==> src/rtl/lss_pkg.sv <==
// ----------------------------------------------------------------------------
// lss_pkg
// command and status codes and the result record of the search stack
// ----------------------------------------------------------------------------
package lss_pkg;

    localparam int unsigned DATA_W = 32;
    localparam int unsigned POS_W  = 4;
    localparam int unsigned OCC_W  = 5;

    typedef enum logic [1:0] {
        CMD_PUSH   = 2'd0,
        CMD_POP    = 2'd1,
        CMD_PEEK   = 2'd2,
        CMD_SEARCH = 2'd3
    } lss_cmd_t;

    typedef enum logic [1:0] {
        STAT_OK    = 2'd0,
        STAT_EMPTY = 2'd1,
        STAT_FULL  = 2'd2
    } lss_status_t;

    typedef struct packed {
        logic [OCC_W-1:0]  occupancy;
        logic              is_empty;
        lss_status_t       status;
        logic [POS_W-1:0]  position;
        logic              found;
        logic [DATA_W-1:0] result_value;
    } lss_res_t;

endpackage

==> src/rtl/lss_ram.sv <==
// ----------------------------------------------------------------------------
// lss_ram
// entry store: one write port, one read port with registered read data
// ----------------------------------------------------------------------------
module lss_ram #(
    parameter int unsigned DEPTH = 16,
    parameter int unsigned AW    = 4
) (
    input  logic                      aclk,
    input  logic                      wr_en,
    input  logic [AW-1:0]             wr_addr,
    input  logic [lss_pkg::DATA_W-1:0] wr_data,
    input  logic                      rd_en,
    input  logic [AW-1:0]             rd_addr,
    output logic [lss_pkg::DATA_W-1:0] rd_data
);
    import lss_pkg::*;

    logic [DATA_W-1:0] mem [DEPTH];
    logic [DATA_W-1:0] rd_data_reg;

    always_ff @(posedge aclk) begin
        if (wr_en) begin
            mem[wr_addr] <= wr_data;
        end
    end

    always_ff @(posedge aclk) begin
        if (rd_en) begin
            rd_data_reg <= mem[rd_addr];
        end
    end

    assign rd_data = rd_data_reg;

endmodule

==> src/rtl/lss_ctrl.sv <==
// ----------------------------------------------------------------------------
// lss_ctrl
// command sequencer: stack pointer, memory accesses and the top-down scan
// ----------------------------------------------------------------------------
module lss_ctrl #(
    parameter int unsigned DEPTH = 16,
    parameter int unsigned AW    = 4,
    parameter int unsigned CW    = 5
) (
    input  logic                       aclk,
    input  logic                       aresetn,
    input  logic                       in_valid,
    output logic                       in_ready,
    input  logic [1:0]                 in_cmd,
    input  logic [lss_pkg::DATA_W-1:0] in_operand,
    output logic                       res_valid,
    output lss_pkg::lss_res_t          res,
    input  logic                       out_free,
    output logic                       wr_en,
    output logic [AW-1:0]              wr_addr,
    output logic [lss_pkg::DATA_W-1:0] wr_data,
    output logic                       rd_en,
    output logic [AW-1:0]              rd_addr,
    input  logic [lss_pkg::DATA_W-1:0] rd_data
);
    import lss_pkg::*;

    typedef enum logic [1:0] {
        S_IDLE,
        S_READ,
        S_SCAN,
        S_HOLD
    } state_t;

    state_t            state_reg, state_next;
    logic [CW-1:0]     cnt_reg, cnt_next;
    logic [AW-1:0]     addr_reg, addr_next;
    logic [AW-1:0]     idx_reg, idx_next;
    logic [DATA_W-1:0] key_reg, key_next;
    lss_res_t          res_reg, res_next;
    logic              accept;
    logic [AW-1:0]     top_addr;
    logic [AW-1:0]     last_idx;

    assign in_ready  = aresetn &&
                       ((state_reg == S_IDLE) || ((state_reg == S_HOLD) && out_free));
    assign accept    = in_valid && in_ready;
    assign res_valid = (state_reg == S_HOLD);
    assign res       = res_reg;
    assign top_addr  = AW'(cnt_reg - CW'(1));
    assign last_idx  = top_addr;

    always_comb begin
        state_next = state_reg;
        cnt_next   = cnt_reg;
        addr_next  = addr_reg;
        idx_next   = idx_reg;
        key_next   = key_reg;
        res_next   = res_reg;
        wr_en      = 1'b0;
        wr_addr    = AW'(cnt_reg);
        wr_data    = in_operand;
        rd_en      = 1'b0;
        rd_addr    = top_addr;

        case (state_reg)
            S_READ: begin
                res_next.result_value = rd_data;
                state_next            = S_HOLD;
            end
            S_SCAN: begin
                if (rd_data == key_reg) begin
                    res_next.found    = 1'b1;
                    res_next.position = POS_W'(idx_reg);
                    state_next        = S_HOLD;
                end else if (idx_reg == last_idx) begin
                    state_next = S_HOLD;
                end else begin
                    rd_en     = 1'b1;
                    rd_addr   = AW'(addr_reg - 1'b1);
                    addr_next = AW'(addr_reg - 1'b1);
                    idx_next  = AW'(idx_reg + 1'b1);
                end
            end
            S_HOLD: begin
                if (out_free) begin
                    state_next = S_IDLE;
                end
            end
            default: begin
            end
        endcase

        if (accept) begin
            res_next   = '0;
            state_next = S_HOLD;
            case (lss_cmd_t'(in_cmd))
                CMD_PUSH: begin
                    if (cnt_reg == CW'(DEPTH)) begin
                        res_next.status = STAT_FULL;
                    end else begin
                        wr_en    = 1'b1;
                        cnt_next = CW'(cnt_reg + 1'b1);
                    end
                end
                CMD_POP: begin
                    if (cnt_reg == '0) begin
                        res_next.status = STAT_EMPTY;
                    end else begin
                        rd_en      = 1'b1;
                        cnt_next   = CW'(cnt_reg - 1'b1);
                        state_next = S_READ;
                    end
                end
                CMD_PEEK: begin
                    if (cnt_reg == '0) begin
                        res_next.status = STAT_EMPTY;
                    end else begin
                        rd_en      = 1'b1;
                        state_next = S_READ;
                    end
                end
                CMD_SEARCH: begin
                    if (cnt_reg == '0) begin
                        res_next.status = STAT_EMPTY;
                    end else begin
                        rd_en      = 1'b1;
                        addr_next  = top_addr;
                        idx_next   = '0;
                        key_next   = in_operand;
                        state_next = S_SCAN;
                    end
                end
                default: begin
                end
            endcase
            res_next.occupancy = OCC_W'(cnt_next);
            res_next.is_empty  = (cnt_next == '0);
        end
    end

    always_ff @(posedge aclk) begin
        if (!aresetn) begin
            state_reg <= S_IDLE;
            cnt_reg   <= '0;
        end else begin
            state_reg <= state_next;
            cnt_reg   <= cnt_next;
        end
        addr_reg <= addr_next;
        idx_reg  <= idx_next;
        key_reg  <= key_next;
        res_reg  <= res_next;
    end

endmodule

==> src/rtl/lifo_stack_with_search.sv <==
// ----------------------------------------------------------------------------
// lifo_stack_with_search
// bounded stack of 32-bit words with push, pop, peek and search by value
// ----------------------------------------------------------------------------
// One command beat in, one result beat out. The entries sit in a single-port
// read, single-port write memory with registered read data, and that read
// port sets the order of work: a push writes the entry and answers without a
// read, a pop or peek reads the top entry and returns it, and a search reads
// one entry per cycle from the top down until the nearest match or the bottom
// entry. A pop, peek or search on an empty stack and a push on a full one are
// answered without a memory access. A result register on the output lets the
// next command be taken while a result waits.
// ----------------------------------------------------------------------------
module lifo_stack_with_search #(
    parameter int unsigned DEPTH = 16
) (
    input  logic        aclk,
    input  logic        aresetn,
    input  logic        s_tvalid,
    output logic        s_tready,
    input  logic [31:0] s_tdata,   // operand_value
    input  logic [1:0]  s_tuser,   // cmd
    output logic        m_tvalid,
    input  logic        m_tready,
    output logic [47:0] m_tdata    // result_value, found, position, status,
                                   // is_empty, occupancy, zero pad
);
    import lss_pkg::*;

    localparam int unsigned AW = (DEPTH > 1) ? $clog2(DEPTH) : 1;
    localparam int unsigned CW = $clog2(DEPTH + 1);

    logic              res_valid;
    lss_res_t          res;
    logic              out_free;
    logic              wr_en;
    logic [AW-1:0]     wr_addr;
    logic [DATA_W-1:0] wr_data;
    logic              rd_en;
    logic [AW-1:0]     rd_addr;
    logic [DATA_W-1:0] rd_data;
    logic              m_tvalid_reg, m_tvalid_next;
    lss_res_t          out_reg;

    lss_ctrl #(
        .DEPTH (DEPTH),
        .AW    (AW),
        .CW    (CW)
    ) u_ctrl (
        .aclk       (aclk),
        .aresetn    (aresetn),
        .in_valid   (s_tvalid),
        .in_ready   (s_tready),
        .in_cmd     (s_tuser),
        .in_operand (s_tdata),
        .res_valid  (res_valid),
        .res        (res),
        .out_free   (out_free),
        .wr_en      (wr_en),
        .wr_addr    (wr_addr),
        .wr_data    (wr_data),
        .rd_en      (rd_en),
        .rd_addr    (rd_addr),
        .rd_data    (rd_data)
    );

    lss_ram #(
        .DEPTH (DEPTH),
        .AW    (AW)
    ) u_ram (
        .aclk    (aclk),
        .wr_en   (wr_en),
        .wr_addr (wr_addr),
        .wr_data (wr_data),
        .rd_en   (rd_en),
        .rd_addr (rd_addr),
        .rd_data (rd_data)
    );

    // output register
    assign out_free = !m_tvalid_reg || m_tready;

    always_comb begin
        m_tvalid_next = m_tvalid_reg;
        if (res_valid && out_free) begin
            m_tvalid_next = 1'b1;
        end else if (m_tready) begin
            m_tvalid_next = 1'b0;
        end
    end

    always_ff @(posedge aclk) begin
        if (!aresetn) begin
            m_tvalid_reg <= 1'b0;
        end else begin
            m_tvalid_reg <= m_tvalid_next;
        end
        if (res_valid && out_free) begin
            out_reg <= res;
        end
    end

    assign m_tvalid = m_tvalid_reg;
    assign m_tdata  = {3'b000, out_reg};

`ifndef SYNTHESIS
    a_found_ok : assert property (@(posedge aclk) disable iff (!aresetn)
        (m_tvalid && out_reg.found) |-> (out_reg.status == STAT_OK))
        else $error("match reported with a non-ok status");

    a_empty_flag : assert property (@(posedge aclk) disable iff (!aresetn)
        (m_tvalid && out_reg.status == STAT_EMPTY) |-> out_reg.is_empty)
        else $error("empty status on a non-empty stack");

    a_full_flag : assert property (@(posedge aclk) disable iff (!aresetn)
        (m_tvalid && out_reg.status == STAT_FULL) |-> !out_reg.is_empty)
        else $error("full status on an empty stack");

    a_res_hold : assert property (@(posedge aclk) disable iff (!aresetn)
        (res_valid && !out_free) |=> res_valid)
        else $error("pending result dropped while output busy");
`endif

endmodule

==> config.mk <==
export PLATFORM = sky130hd
export DESIGN_NAME = lifo_stack_with_search
export DESIGN_NICKNAME = d
export VERILOG_FILES = /design/src/rtl/lss_pkg.sv /design/src/rtl/lss_ram.sv /design/src/rtl/lss_ctrl.sv /design/src/rtl/lifo_stack_with_search.sv
export SDC_FILE = /design/constraint.sdc
export NUM_CORES = 1
export LEC_CHECK = 0
export BUFFER_PORTS_ARGS = -buffer_cell sky130_fd_sc_hd__buf_2
export CAP_MARGIN = 20
export CELL_PAD_IN_SITES_DETAIL_PLACEMENT = 0
export CELL_PAD_IN_SITES_GLOBAL_PLACEMENT = 2
export CORE_MARGIN = 3
export CORE_UTILIZATION = 40
export DETAILED_ROUTE_END_ITERATION = 8
export HOLD_SLACK_MARGIN = 0.06
export PLACE_DENSITY = 0.68
export SETUP_SLACK_MARGIN = 0.2
export SLEW_MARGIN = 40
export SYNTH_ARGS = -nofsm -noshare
export SYNTH_HDL_FRONTEND = slang
export SYNTH_SLANG_ARGS = --single-unit
==> constraint.sdc <==
create_clock -name aclk -period 11.4 [get_ports aclk]
set_clock_uncertainty 0.2 [all_clocks]
set_input_delay 2.28 -clock aclk [delete_from_list [all_inputs] [get_ports aclk]]
set_output_delay 2.28 -clock aclk [all_outputs]
set_load 0.01 [all_outputs]
==> metrics.cfg, run 1 <==
[run_status]
outcome = finished, final reports clean

[floorplanning]
initial_core_util = 0.407
die_h_um = 266
fp.dieW_um = 266
dieArea_mm2 = 0.0705
core_area_mm2 = 0.0662
ios = 88
rows = 94

[clock_tree]
numCtsBuffers = 75
cts_setup_buffers = 0
cts_resized = 0
cts_tree = yes
cts_num_sinks = 682
holdBufCountCts = 0
clk_path_buf_depth = 3
worstSkewPairLatency_ns = 0.62
path_clk_slew_ns = 0.06
root_buffer = clkbuf_16
htreeDepth = 3

[power_and_ir_drop]
p_switching_mw = 2.19
swShare = 0.307
clkPwrFrac = 0.343
combPwrFrac = 0.229
p_int_mw = 4.95
p_leak_nw = 10.0
vdd_drop_max_mv = 0.131
pwr-share-seq = 0.427
p_per_area_mw_per_mm2 = 231

[flow_run]
max_cap_viol_count = 0

[worst_setup_path]
end_kind = register
path_max_fanout = 66
critPathRequiredTime_ns = 11.54
crit_type = reg -> reg
cp.arrival_ns = 6.69
critPathLaunchType = register

[hold_path]
hold_path.class = reg -> reg

[global_routing]
grt_max_degree = 161
grt_first_pass_wirelength_um = 114000
grt_use_total = 0.218
antenna_found_initial = 3
grt_overflow = 0
first_global_vias = 16200

[yosys]
ys.flop_type = edfxtp_1
ys_seq_area_frac = 0.740
synthTopCellsByArea = edfxtp_1, dfxtp_1, nand2_1, o21ai_0, a311oi_1
ys_ff_latch = 682
synth_cell_types = 52
synth-edff-count = 629
ys_top_cells_by_count = edfxtp_1, nand2_1, o21ai_0, clkbuf_1, nand3_1
netlist_area_mm2 = 0.0269
synth.top_cell.area_share = 0.701
yosys_warnings = 0
synth.avg_cell_area_um2 = 14.3
yosysMostFrequentCell = edfxtp_1
synthArstFlopShare = 0
yosysTopAreaCell = edfxtp_1
synthCells = 1879

[route]
drt_wl_total_um = 77400
wl_per_cell_um = 27.1
route.detailed.drc = 0
dr.pass1.iters = 7
detail-route-antenna-nets = 0
vias = 17000
vias_per_cell = 5.92
drtIter0Drc = 1859

[sta]
period_needed_ns = 6.55
fmax_mhz = 153
maxSlewViolCount = 0
setup_viol = 0
hold_violations = 0
maxSlewHeadroom = 0.420
rsz0062_at_grt = false
timing.final.ws_setup_ns = 4.85
max_slew.worst_pin.slew_ns = 0.870
fin_crit_sh = 0.575
fin_tns_setup_ns = 0

[finish]
largest_register_ffs = 512
syn_to_final_growth_pct = 14.8
drive_above_1_share = 0.138
nFillCells = 5813
fin_nets = 1982

[place]
dpl_worst_slack_ns = 4.97
gp_congestion = 0.792
hpwl_um = 42600
io_buffers = 84

==> power groups by stage <==
stage / clock network (mW) / logic, mW / registers (mW)
after floorplan: 0 / 1.06 / 3.05
after global placement: 0 / 1.62 / 3.10
after detailed placement: 0 / 1.64 / 3.10
after CTS: 2.50 / 1.64 / 3.05
after global routing: 2.61 / 1.78 / 3.06
final: 2.45 / 1.64 / 3.05
==> critical path, stage by stage (launching register included) <==
cell      delay, ns
edfxtp_1       0.50
xor2_1         0.25
nor4_1         0.67
nand4_1        0.51
o21a_1         0.47
a21boi_4       0.19
buf_4          0.63
or2_4          0.76
buf_4          0.68
buf_4          0.71
a32oi_1        0.19
a22oi_1        0.31
o211ai_1       0.13
==> final timing paths <==
check | start | to | slack, ns | cells past startpoint
max reg2reg | u_ram.rd_data[22] | u_ram.rd_data[28] | 4.85 | 12
min | u_ctrl.res[41] | m_tdata[41] | 0.22 | 0
min reg2reg | u_ctrl.res[41] | m_tdata[41] | 0.22 | 0
max | u_ram.rd_data[22] | u_ram.rd_data[28] | 4.85 | 12
==> routing by layer <==
layer	global-route usage	up-vias	part of all wire
met5	0	-	0.00031
met4	0.0547	4	0.022
met3	0.0384	126	0.069
met2	0.332	670	0.45
met1	0.327	8678	0.46
li1	-	7473	-
==> kinds of logic (layout without fill, tap and decap cells) <==
group / count (synthesis) / count (layout) / share of synthesized area
fa+ha+maj: 10 / 10 / 0.00464
buf+inv: 167 / 282 / 0.0264
compound gates: 521 / 521 / 0.134
xor+xnor: 46 / 46 / 0.0150
simple gates: 436 / 436 / 0.0732
flops: 682 / 682 / 0.740
other cells: 1 / 4 / 0.000139
mux: 16 / 16 / 0.00594
==> cells in the final DEF, fill, tap and decap left out, types with 5 or more instances in the layout <==
cell type	instances
edfxtp_1	629
nand2_1	216
o21ai_0	137
nand3_1	108
a21oi_1	86
buf_2	84
clkbuf_16	79
a311oi_1	64
dfxtp_1	53
a32oi_1	52
buf_4	40
xor2_1	37
a211o_1	33
o211ai_1	28
a22oi_1	27
a32o_1	27
a211oi_1	27
and3_1	22
nor2_1	20
clkinv_1	18
mux2i_1	16
clkbuf_1	16
and2_1	15
nor2_4	14
a221oi_1	12
inv_1	11
ha_1	10
clkinv_2	10
xnor2_1	9
nor4_1	8
bufinv_16	8
nor3_2	6
a31oi_1	5
a22o_1	5
==> final cells by class <==
class / count / area, um^2 / area share
sequential: 682 / 19900 / 0.645
multi-input combinational: 1032 / 6520 / 0.211
inverter: 13 / 48.8 / 0.00158
timing repair buffer: 130 / 833 / 0.0269
clock buffer: 98 / 2080 / 0.0672
tap: 864 / 1080 / 0.0349
clock inverter: 41 / 427 / 0.0138
antenna: 1 / 2.50 / 0.0000809
==> per-stage QoR <==
step	cells	instance area [um^2]	power, mW	utilization	hold slack, ns
floorplan	1881	26900	4.12	-	0.200
global placement	2718	28300	4.72	0.428	0.206
detailed placement	2721	28400	4.74	0.429	0.205
CTS	2860	30900	7.20	0.467	0.219
global route	2860	30900	7.45	0.467	0.223
finish	2861	30900	7.14	0.467	0.217
(Power assumes the default switching activity.)
==> inputs of run 2 (changes only) <==
--- a/config.mk
+++ b/config.mk
@@ -5,15 +5,16 @@
 export SDC_FILE = /design/constraint.sdc
 export NUM_CORES = 1
 export LEC_CHECK = 0
+export ABC_AREA = 1
 export BUFFER_PORTS_ARGS = -buffer_cell sky130_fd_sc_hd__buf_2
 export CAP_MARGIN = 20
 export CELL_PAD_IN_SITES_DETAIL_PLACEMENT = 0
 export CELL_PAD_IN_SITES_GLOBAL_PLACEMENT = 2
 export CORE_MARGIN = 3
-export CORE_UTILIZATION = 40
+export CORE_UTILIZATION = 38
 export DETAILED_ROUTE_END_ITERATION = 8
 export HOLD_SLACK_MARGIN = 0.06
-export PLACE_DENSITY = 0.68
+export PLACE_DENSITY = 0.73
 export SETUP_SLACK_MARGIN = 0.2
 export SLEW_MARGIN = 40
 export SYNTH_ARGS = -nofsm -noshare
==> constraint.sdc (replaced) <==
create_clock -name aclk -period 5.75 [get_ports aclk]
set_clock_uncertainty 0.2 [all_clocks]
set_input_delay 1.15 -clock aclk [delete_from_list [all_inputs] [get_ports aclk]]
set_output_delay 1.15 -clock aclk [all_outputs]
set_load 0.01 [all_outputs]
==> run 2 against run 1 <==
Effect of this change: synthesized area up 7.4%; first-iteration DRC count down 13%; critical path type unchanged; global-route usage down 2.0 points; combinational power rose to 3.5 times the previous value; worst setup slack worse by 3.5 ns; synthesized cell count up 40%; critical path depth up 3.
==> metrics.cfg, run 2 <==
[run_status]
outcome = finished, final reports clean

[worst_setup_path]
max_stage_delay_ns = 0.62  ; -0.14 ns
end_kind = register
critPathRequiredTime_ns = 5.92  ; -5.62 ns
critPathLaunchType = register
ff2ff_setup_slack_ns = 1.31  ; -3.54 ns
crit_type = reg -> reg
r2r.worst_path.cells = 15  ; +3
r2r_end = u_ram.rd_data[6]
path_max_fanout = 89  ; +35%
cp.arrival_ns = 4.61  ; -2.08 ns
crit_chain = inv_2, ha_1, xor2_1, nand2_1, nor2_2, a21oi_4, nand2_4, nand2_8, nand2_8, buf_4, nand2_1, nand3_1, nand3_1, nand3_1, nand2_1
rr_startpoint = u_ctrl.cnt_reg[0]
cp_slowest_cell = nand2_8

[route]
wl_per_cell_um = 21.1  ; -22%
drt_wl_total_um = 78400  ; +1.3%
vias = 18800  ; +11%
route.detailed.drc = 0  ; unchanged
dr.pass1.iters = 5  ; -2
vias_per_cell = 5.06  ; -15%
detail-route-antenna-nets = 0  ; unchanged
drtIter0Drc = 1626  ; -13%

[sta]
hold_violations = 0  ; unchanged
whs_ns = 0.216  ; -0.00166 ns
fmax_mhz = 225  ; +47%
period_needed_ns = 4.44  ; -2.11 ns
fin_crit_sh = 0.773  ; +0.198
max_slew.worst_pin.slew_ns = 0.868  ; -0.00245 ns
timing.final.ws_setup_ns = 1.31  ; -3.54 ns
setup_viol = 0  ; unchanged
maxSlewHeadroom = 0.422  ; +0.00164
rsz0062_at_grt = false
fin_tns_setup_ns = 0  ; unchanged
maxSlewViolCount = 0  ; unchanged

[finish]
nFillCells = 6898  ; +19%
multi_input_area_mm2 = 0.00695  ; +6.7%
stdcell_count = 3713  ; +30%
design_area_mm2 = 0.0328  ; +6.0%
fin_nets = 2737  ; +38%
final-seq-area_mm2 = 0.0199  ; unchanged
final_common_cell = edfxtp_1
syn_to_final_growth_pct = 13.3
largest_register_ffs = 512  ; unchanged
post-route-util = 0.437  ; -0.0298
final_cell_mix = edfxtp_1, nand3_1, nand2_1
drive_above_1_share = 0.104  ; -0.0340

[yosys]
synth.top_cell.area_share = 0.653  ; -0.0483
synthArstFlopShare = 0  ; unchanged
synth.avg_cell_area_um2 = 11.0  ; -23%
synth-edff-count = 629  ; unchanged
ys.flop_type = edfxtp_1
ys_ff_latch = 682  ; unchanged
ys_seq_area_frac = 0.689  ; -0.0510
synthTopCellsByArea = edfxtp_1, nand3_1, nand2_1, inv_1, dfxtp_1
yosysMostFrequentCell = edfxtp_1
synth_cell_types = 38  ; -27%
ys_top_cells_by_count = edfxtp_1, nand3_1, nand2_1, inv_1, buf_2
yosysTopAreaCell = edfxtp_1
yosys_warnings = 0  ; unchanged
synthCells = 2626  ; +40%
netlist_area_mm2 = 0.0289  ; +7.4%

[power_and_ir_drop]
p_per_area_mw_per_mm2 = 501  ; +120%
report.power.total_mw = 16.4  ; +130%
vdd_drop_max_mv = 0.396  ; +200%
p_leak_nw = 13.3  ; +33%

[clock_tree]
cts_num_sinks = 682  ; unchanged
clk_path_buf_depth = 3  ; unchanged
root_buffer = clkbuf_16
holdBufCountCts = 0  ; unchanged
cts_setup_buffers = 0  ; unchanged
worstSkewPairLatency_ns = 0.63  ; about the same
cts_tree = yes
numCtsBuffers = 75  ; unchanged
path_clk_slew_ns = 0.05  ; about the same
cts_resized = 0  ; unchanged
htreeDepth = 3  ; unchanged

[hold_path]
hp-start = u_ctrl.res[44]
hold_path.class = reg -> reg
min_to = m_tdata[44]
hold_depth = 0  ; unchanged

[place]
placed_area_mm2 = 0.0305  ; +7.2%
io_buffers = 84  ; unchanged
post-place-cells = 3581  ; +32%
hpwl_um = 42100  ; -1.1%
dpl_worst_slack_ns = 1.26  ; -3.71 ns
gp_congestion = 0.753  ; -4.8%

[global_routing]
first_global_vias = 18000  ; +11%
grt_use_total = 0.198  ; -0.0201
grt_max_degree = 151  ; -6.2%
grt_overflow = 0  ; unchanged
antenna_found_initial = 4  ; +1
grt_first_pass_wirelength_um = 118000  ; +3.2%

[floorplanning]
ios = 88  ; unchanged
rows = 100  ; +6.4%
initial_core_util = 0.386  ; -0.0208
dieArea_mm2 = 0.0795  ; +13%
core_area_mm2 = 0.0749  ; +13%
die_h_um = 282  ; +6.2%
fp.dieW_um = 282  ; +6.2%

[flow_run]
max_cap_viol_count = 0  ; unchanged

-- run 2: worst max path at each step --
stage                                  from               end  slack, ns
after detailed placement  u_ctrl.cnt_reg[0]  u_ram.rd_data[6]       1.26
final                     u_ctrl.cnt_reg[0]  u_ram.rd_data[6]       1.31
after global placement    u_ctrl.cnt_reg[0]  u_ram.rd_data[6]       1.28
after floorplan                    m_tready  u_ram.rd_data[0]       0.57
after global routing      u_ctrl.cnt_reg[0]  u_ram.rd_data[6]       1.02
after CTS                 u_ctrl.cnt_reg[0]  u_ram.rd_data[6]       1.27
-- run 2: routing by layer --
layer | GRT usage | up-vias | wire length (um)
met5 | 0 | - | 0
met4 | 0.0508 | 0 | 1420
met3 | 0.0273 | 95 | 4040
met2 | 0.329 | 494 | 37400
met1 | 0.276 | 9250 | 35600
li1 | - | 8952 | -
-- run 2: area by class of cell --
type / count / area share
Sequential cell: 682 / 0.608
Clock inverter: 27 / 0.00763
Inverter: 393 / 0.0451
Antenna cell: 1 / 0.0000763
Clock buffer: 104 / 0.0624
Timing Repair Buffer: 130 / 0.0272
Multi-Input combinational cell: 1407 / 0.212
Tap cell: 969 / 0.0370
-- run 2: logic make-up after synthesis --
group | synth area share
AO/OA/AOI/OAI | 0.0108
multiplexers | 0.00930
other | 0.000130
flip-flops | 0.689
adder cells (fa/ha/maj) | 0.00432
XOR/XNOR | 0.00908
buffers and inverters | 0.0775
AND/OR/NAND/NOR | 0.199
-- run 2: worst max-delay path, delay by kind of cell, from the launching register on --
kind | cells | cell delay (ns)
AOI/OAI and AO/OA | 1 | 0.11
xor gates and xnor gates | 1 | 0.17
adders and majority gates | 1 | 0.47
buffers and inverters | 2 | 0.75
DFF | 1 | 0.56
and+or+nand+nor | 10 | 1.89
-- run 2: where the power goes --
group | leakage [nW] | switching (mW) | internal, mW
clock network | 1.11 | 1.97 | 2.59
logic | 6.08 | 4.08 | 1.62
registers | 6.12 | 0.243 | 5.94
==> inputs of run 3 (changes only) <==
--- a/config.mk
+++ b/config.mk
@@ -5,16 +5,16 @@
 export SDC_FILE = /design/constraint.sdc
 export NUM_CORES = 1
 export LEC_CHECK = 0
-export ABC_AREA = 1
+export ABC_AREA = 0
 export BUFFER_PORTS_ARGS = -buffer_cell sky130_fd_sc_hd__buf_2
 export CAP_MARGIN = 20
 export CELL_PAD_IN_SITES_DETAIL_PLACEMENT = 0
 export CELL_PAD_IN_SITES_GLOBAL_PLACEMENT = 2
 export CORE_MARGIN = 3
-export CORE_UTILIZATION = 38
+export CORE_UTILIZATION = 40
 export DETAILED_ROUTE_END_ITERATION = 8
 export HOLD_SLACK_MARGIN = 0.06
-export PLACE_DENSITY = 0.73
+export PLACE_DENSITY = 0.71
 export SETUP_SLACK_MARGIN = 0.2
 export SLEW_MARGIN = 40
 export SYNTH_ARGS = -nofsm -noshare
==> constraint.sdc (replaced) <==
create_clock -name aclk -period 3.75 [get_ports aclk]
set_clock_uncertainty 0.2 [all_clocks]
set_input_delay 0.75 -clock aclk [delete_from_list [all_inputs] [get_ports aclk]]
set_output_delay 0.75 -clock aclk [all_outputs]
set_load 0.01 [all_outputs]
==> run 3 against run 2 <==
Effect of this change: via count shrank 5.0%; clock-buffer cell count fell by 8; sequential power rose by 50%; critical path type unchanged; worst setup slack got worse by 1.2 ns; cell area is 2.1% higher; worst hold slack improved by 0.0026 ns; critical path depth down 3; largest cell class unchanged; sequential cell count unchanged; core utilization increased by 6.8 points; register-to-register slack got worse by 1.2 ns; critical endpoint is now u_ram.rd_data[16]; global-route usage grew 2.5 points.
==> metrics.cfg, run 3 (same netlist as run 1, synthesis figures left out) <==
[worst_setup_path]
crit_chain = xor2_2, nor4_4, buf_4, nand4_1, o21a_1, and3_4, buf_12, buf_12, a311oi_4, a32oi_2, a22oi_1, o211ai_1
critPathLaunchType = register
cp-startpoint = u_ctrl.key_reg[19]
cp_slowest_cell = nor4_4
max_stage_delay_ns = 0.43  ; -0.19 ns
path_max_fanout = 26  ; -71%
end_kind = register
critPathRequiredTime_ns = 3.87  ; -2.05 ns
crit_top_cell = buf_12
crit_type = reg -> reg
cp.arrival_ns = 3.72  ; -0.89 ns
rr_startpoint = u_ctrl.key_reg[19]

[floorplanning]
dieArea_mm2 = 0.0705  ; -11%
rows = 94  ; -6.0%
fp.dieW_um = 266  ; -5.8%
initial_core_util = 0.407  ; +0.0208
die_h_um = 266  ; -5.8%
ios = 88  ; unchanged
core_area_mm2 = 0.0662  ; -12%

[clock_tree]
worstSkewPairLatency_ns = 0.62  ; about the same
cts_num_sinks = 682  ; unchanged
cts_tree = yes
clk_path_buf_depth = 3  ; unchanged
root_buffer = clkbuf_16
htreeDepth = 3  ; unchanged
numCtsBuffers = 74  ; -1.3%
path_clk_slew_ns = 0.06  ; about the same

[sta]
fmax_mhz = 278  ; +24%
whs_ns = 0.218  ; +0.00258 ns
rsz0062_at_grt = true
timing.final.ws_setup_ns = 0.156  ; -1.15 ns
maxSlewHeadroom = 0.586  ; +0.165
maxSlewViolCount = 0  ; unchanged
max_slew.worst_pin.slew_ns = 0.621  ; -0.247 ns
hold_violations = 0  ; unchanged
setup_viol = 0  ; unchanged
period_needed_ns = 3.59  ; -0.849 ns
fin_crit_sh = 0.958  ; +0.186
fin_tns_setup_ns = 0  ; unchanged

[route]
dr.pass1.iters = 7  ; +2
vias_per_cell = 5.89  ; +16%
drtIter0Drc = 1925  ; +18%
vias = 17900  ; -5.0%
route.detailed.drc = 0  ; unchanged
detail-route-antenna-nets = 0  ; unchanged
wl_per_cell_um = 27.0  ; +28%
drt_wl_total_um = 81800  ; +4.3%

[power_and_ir_drop]
p_leak_nw = 11.3  ; -15%
p_per_area_mw_per_mm2 = 692  ; +38%
vdd_drop_max_mv = 0.355  ; -10%
report.power.total_mw = 23.1  ; +41%

[finish]
drive_above_1_share = 0.240  ; +0.136
final_common_cell = edfxtp_1
syn_to_final_growth_pct = 24.2
post-route-util = 0.505  ; +0.0679
nFillCells = 5662  ; -18%
largest_register_ffs = 512  ; unchanged
final_cell_mix = edfxtp_1, nand2_1, buf_4
stdcell_count = 3033  ; -18%
design_area_mm2 = 0.0335  ; +2.1%
fin_nets = 2160  ; -21%

[global_routing]
antenna_found_initial = 4  ; unchanged
grt_max_degree = 52  ; -66%
grt_first_pass_wirelength_um = 117000  ; -1.2%
first_global_vias = 17300  ; -4.0%
grt_overflow = 0  ; unchanged
grt_use_total = 0.223  ; +0.0251

[place]
hpwl_um = 47700  ; +13%
io_buffers = 84  ; unchanged
post-place-cells = 2867  ; -20%
gp_congestion = 0.807  ; +7.1%
dpl_worst_slack_ns = -0.375  ; -1.63 ns
placed_area_mm2 = 0.0302  ; -1.0%

[hold_path]
hp-start = u_ctrl.res[44]
hold_path.class = reg -> reg

[flow_run]
max_cap_viol_count = 0  ; unchanged

[run_status]
outcome = finished, final reports clean

==> run 3: changes by cell type in the layout (fill, tap and decap cells not counted), sizes merged, moves of 64 or more <==
cell / before / now
nand3: 594 / 109
inv: 398 / 16
nand2: 595 / 217
buf: 130 / 300
o21ai: 26 / 143
a21oi: 15 / 87
a311oi: 0 / 64
==> run 3: routing by layer <==
metal | global-route usage | vias to the layer above | routed length [um]
met5 | 0 | - | 27
met3 | 0.0380 | 131 | 5250
met4 | 0.0632 | 4 | 2160
met1 | 0.319 | 9173 | 36500
li1 | - | 7831 | -
met2 | 0.354 | 718 | 37900
==> run 3: cell type report <==
| type | instances | area, um^2 | share of cell area |
|---|---|---|---|
| timing repair buffer | 309 | 3050 | 0.0912 |
| inverter | 13 | 48.8 | 0.00146 |
| tap | 864 | 1080 | 0.0323 |
| clock inverter | 36 | 363 | 0.0108 |
| sequential | 682 | 20000 | 0.596 |
| clock buffer | 96 | 2020 | 0.0603 |
| multi-input combinational | 1032 | 6950 | 0.208 |
| antenna | 1 | 2.50 | 0.0000748 |
==> run 3: repair_timing <==
action                     CTS  global route
gates resized for setup     14            79
buffers inserted             1            22
pin swaps                    3            31
hold buffers                 0             0
cloned                       1             9
setup endpoints to repair   32            32
==> run 3: report_power, final <==
| group | internal (mW) | switching [mW] |
|---|---|---|
| registers | 8.92 | 0.329 |
| clock network | 4.28 | 2.93 |
| logic | 2.90 | 3.79 |
| total | 16.1 | 7.05 |
==> run 3: path summary, 6_finish.rpt <==
check | endpoint | slack (ns) | cells past startpoint
worst min-delay path | m_tdata[44] | 0.22 | 0
worst min register to register | m_tdata[44] | 0.22 | 0
worst max register to register | u_ram.rd_data[16] | 0.16 | 12
worst max-delay path | u_ram.rd_data[16] | 0.16 | 12
==> run 3: worst max-delay path: cells and delay by family (launching register included) <==
kind	cells	cell delay (ns)
XOR/XNOR	1	0.24
AO/OA/AOI/OAI	5	1.07
AND/OR/NAND/NOR	3	0.76
buffers and inverters	3	0.55
flip-flops	1	0.41
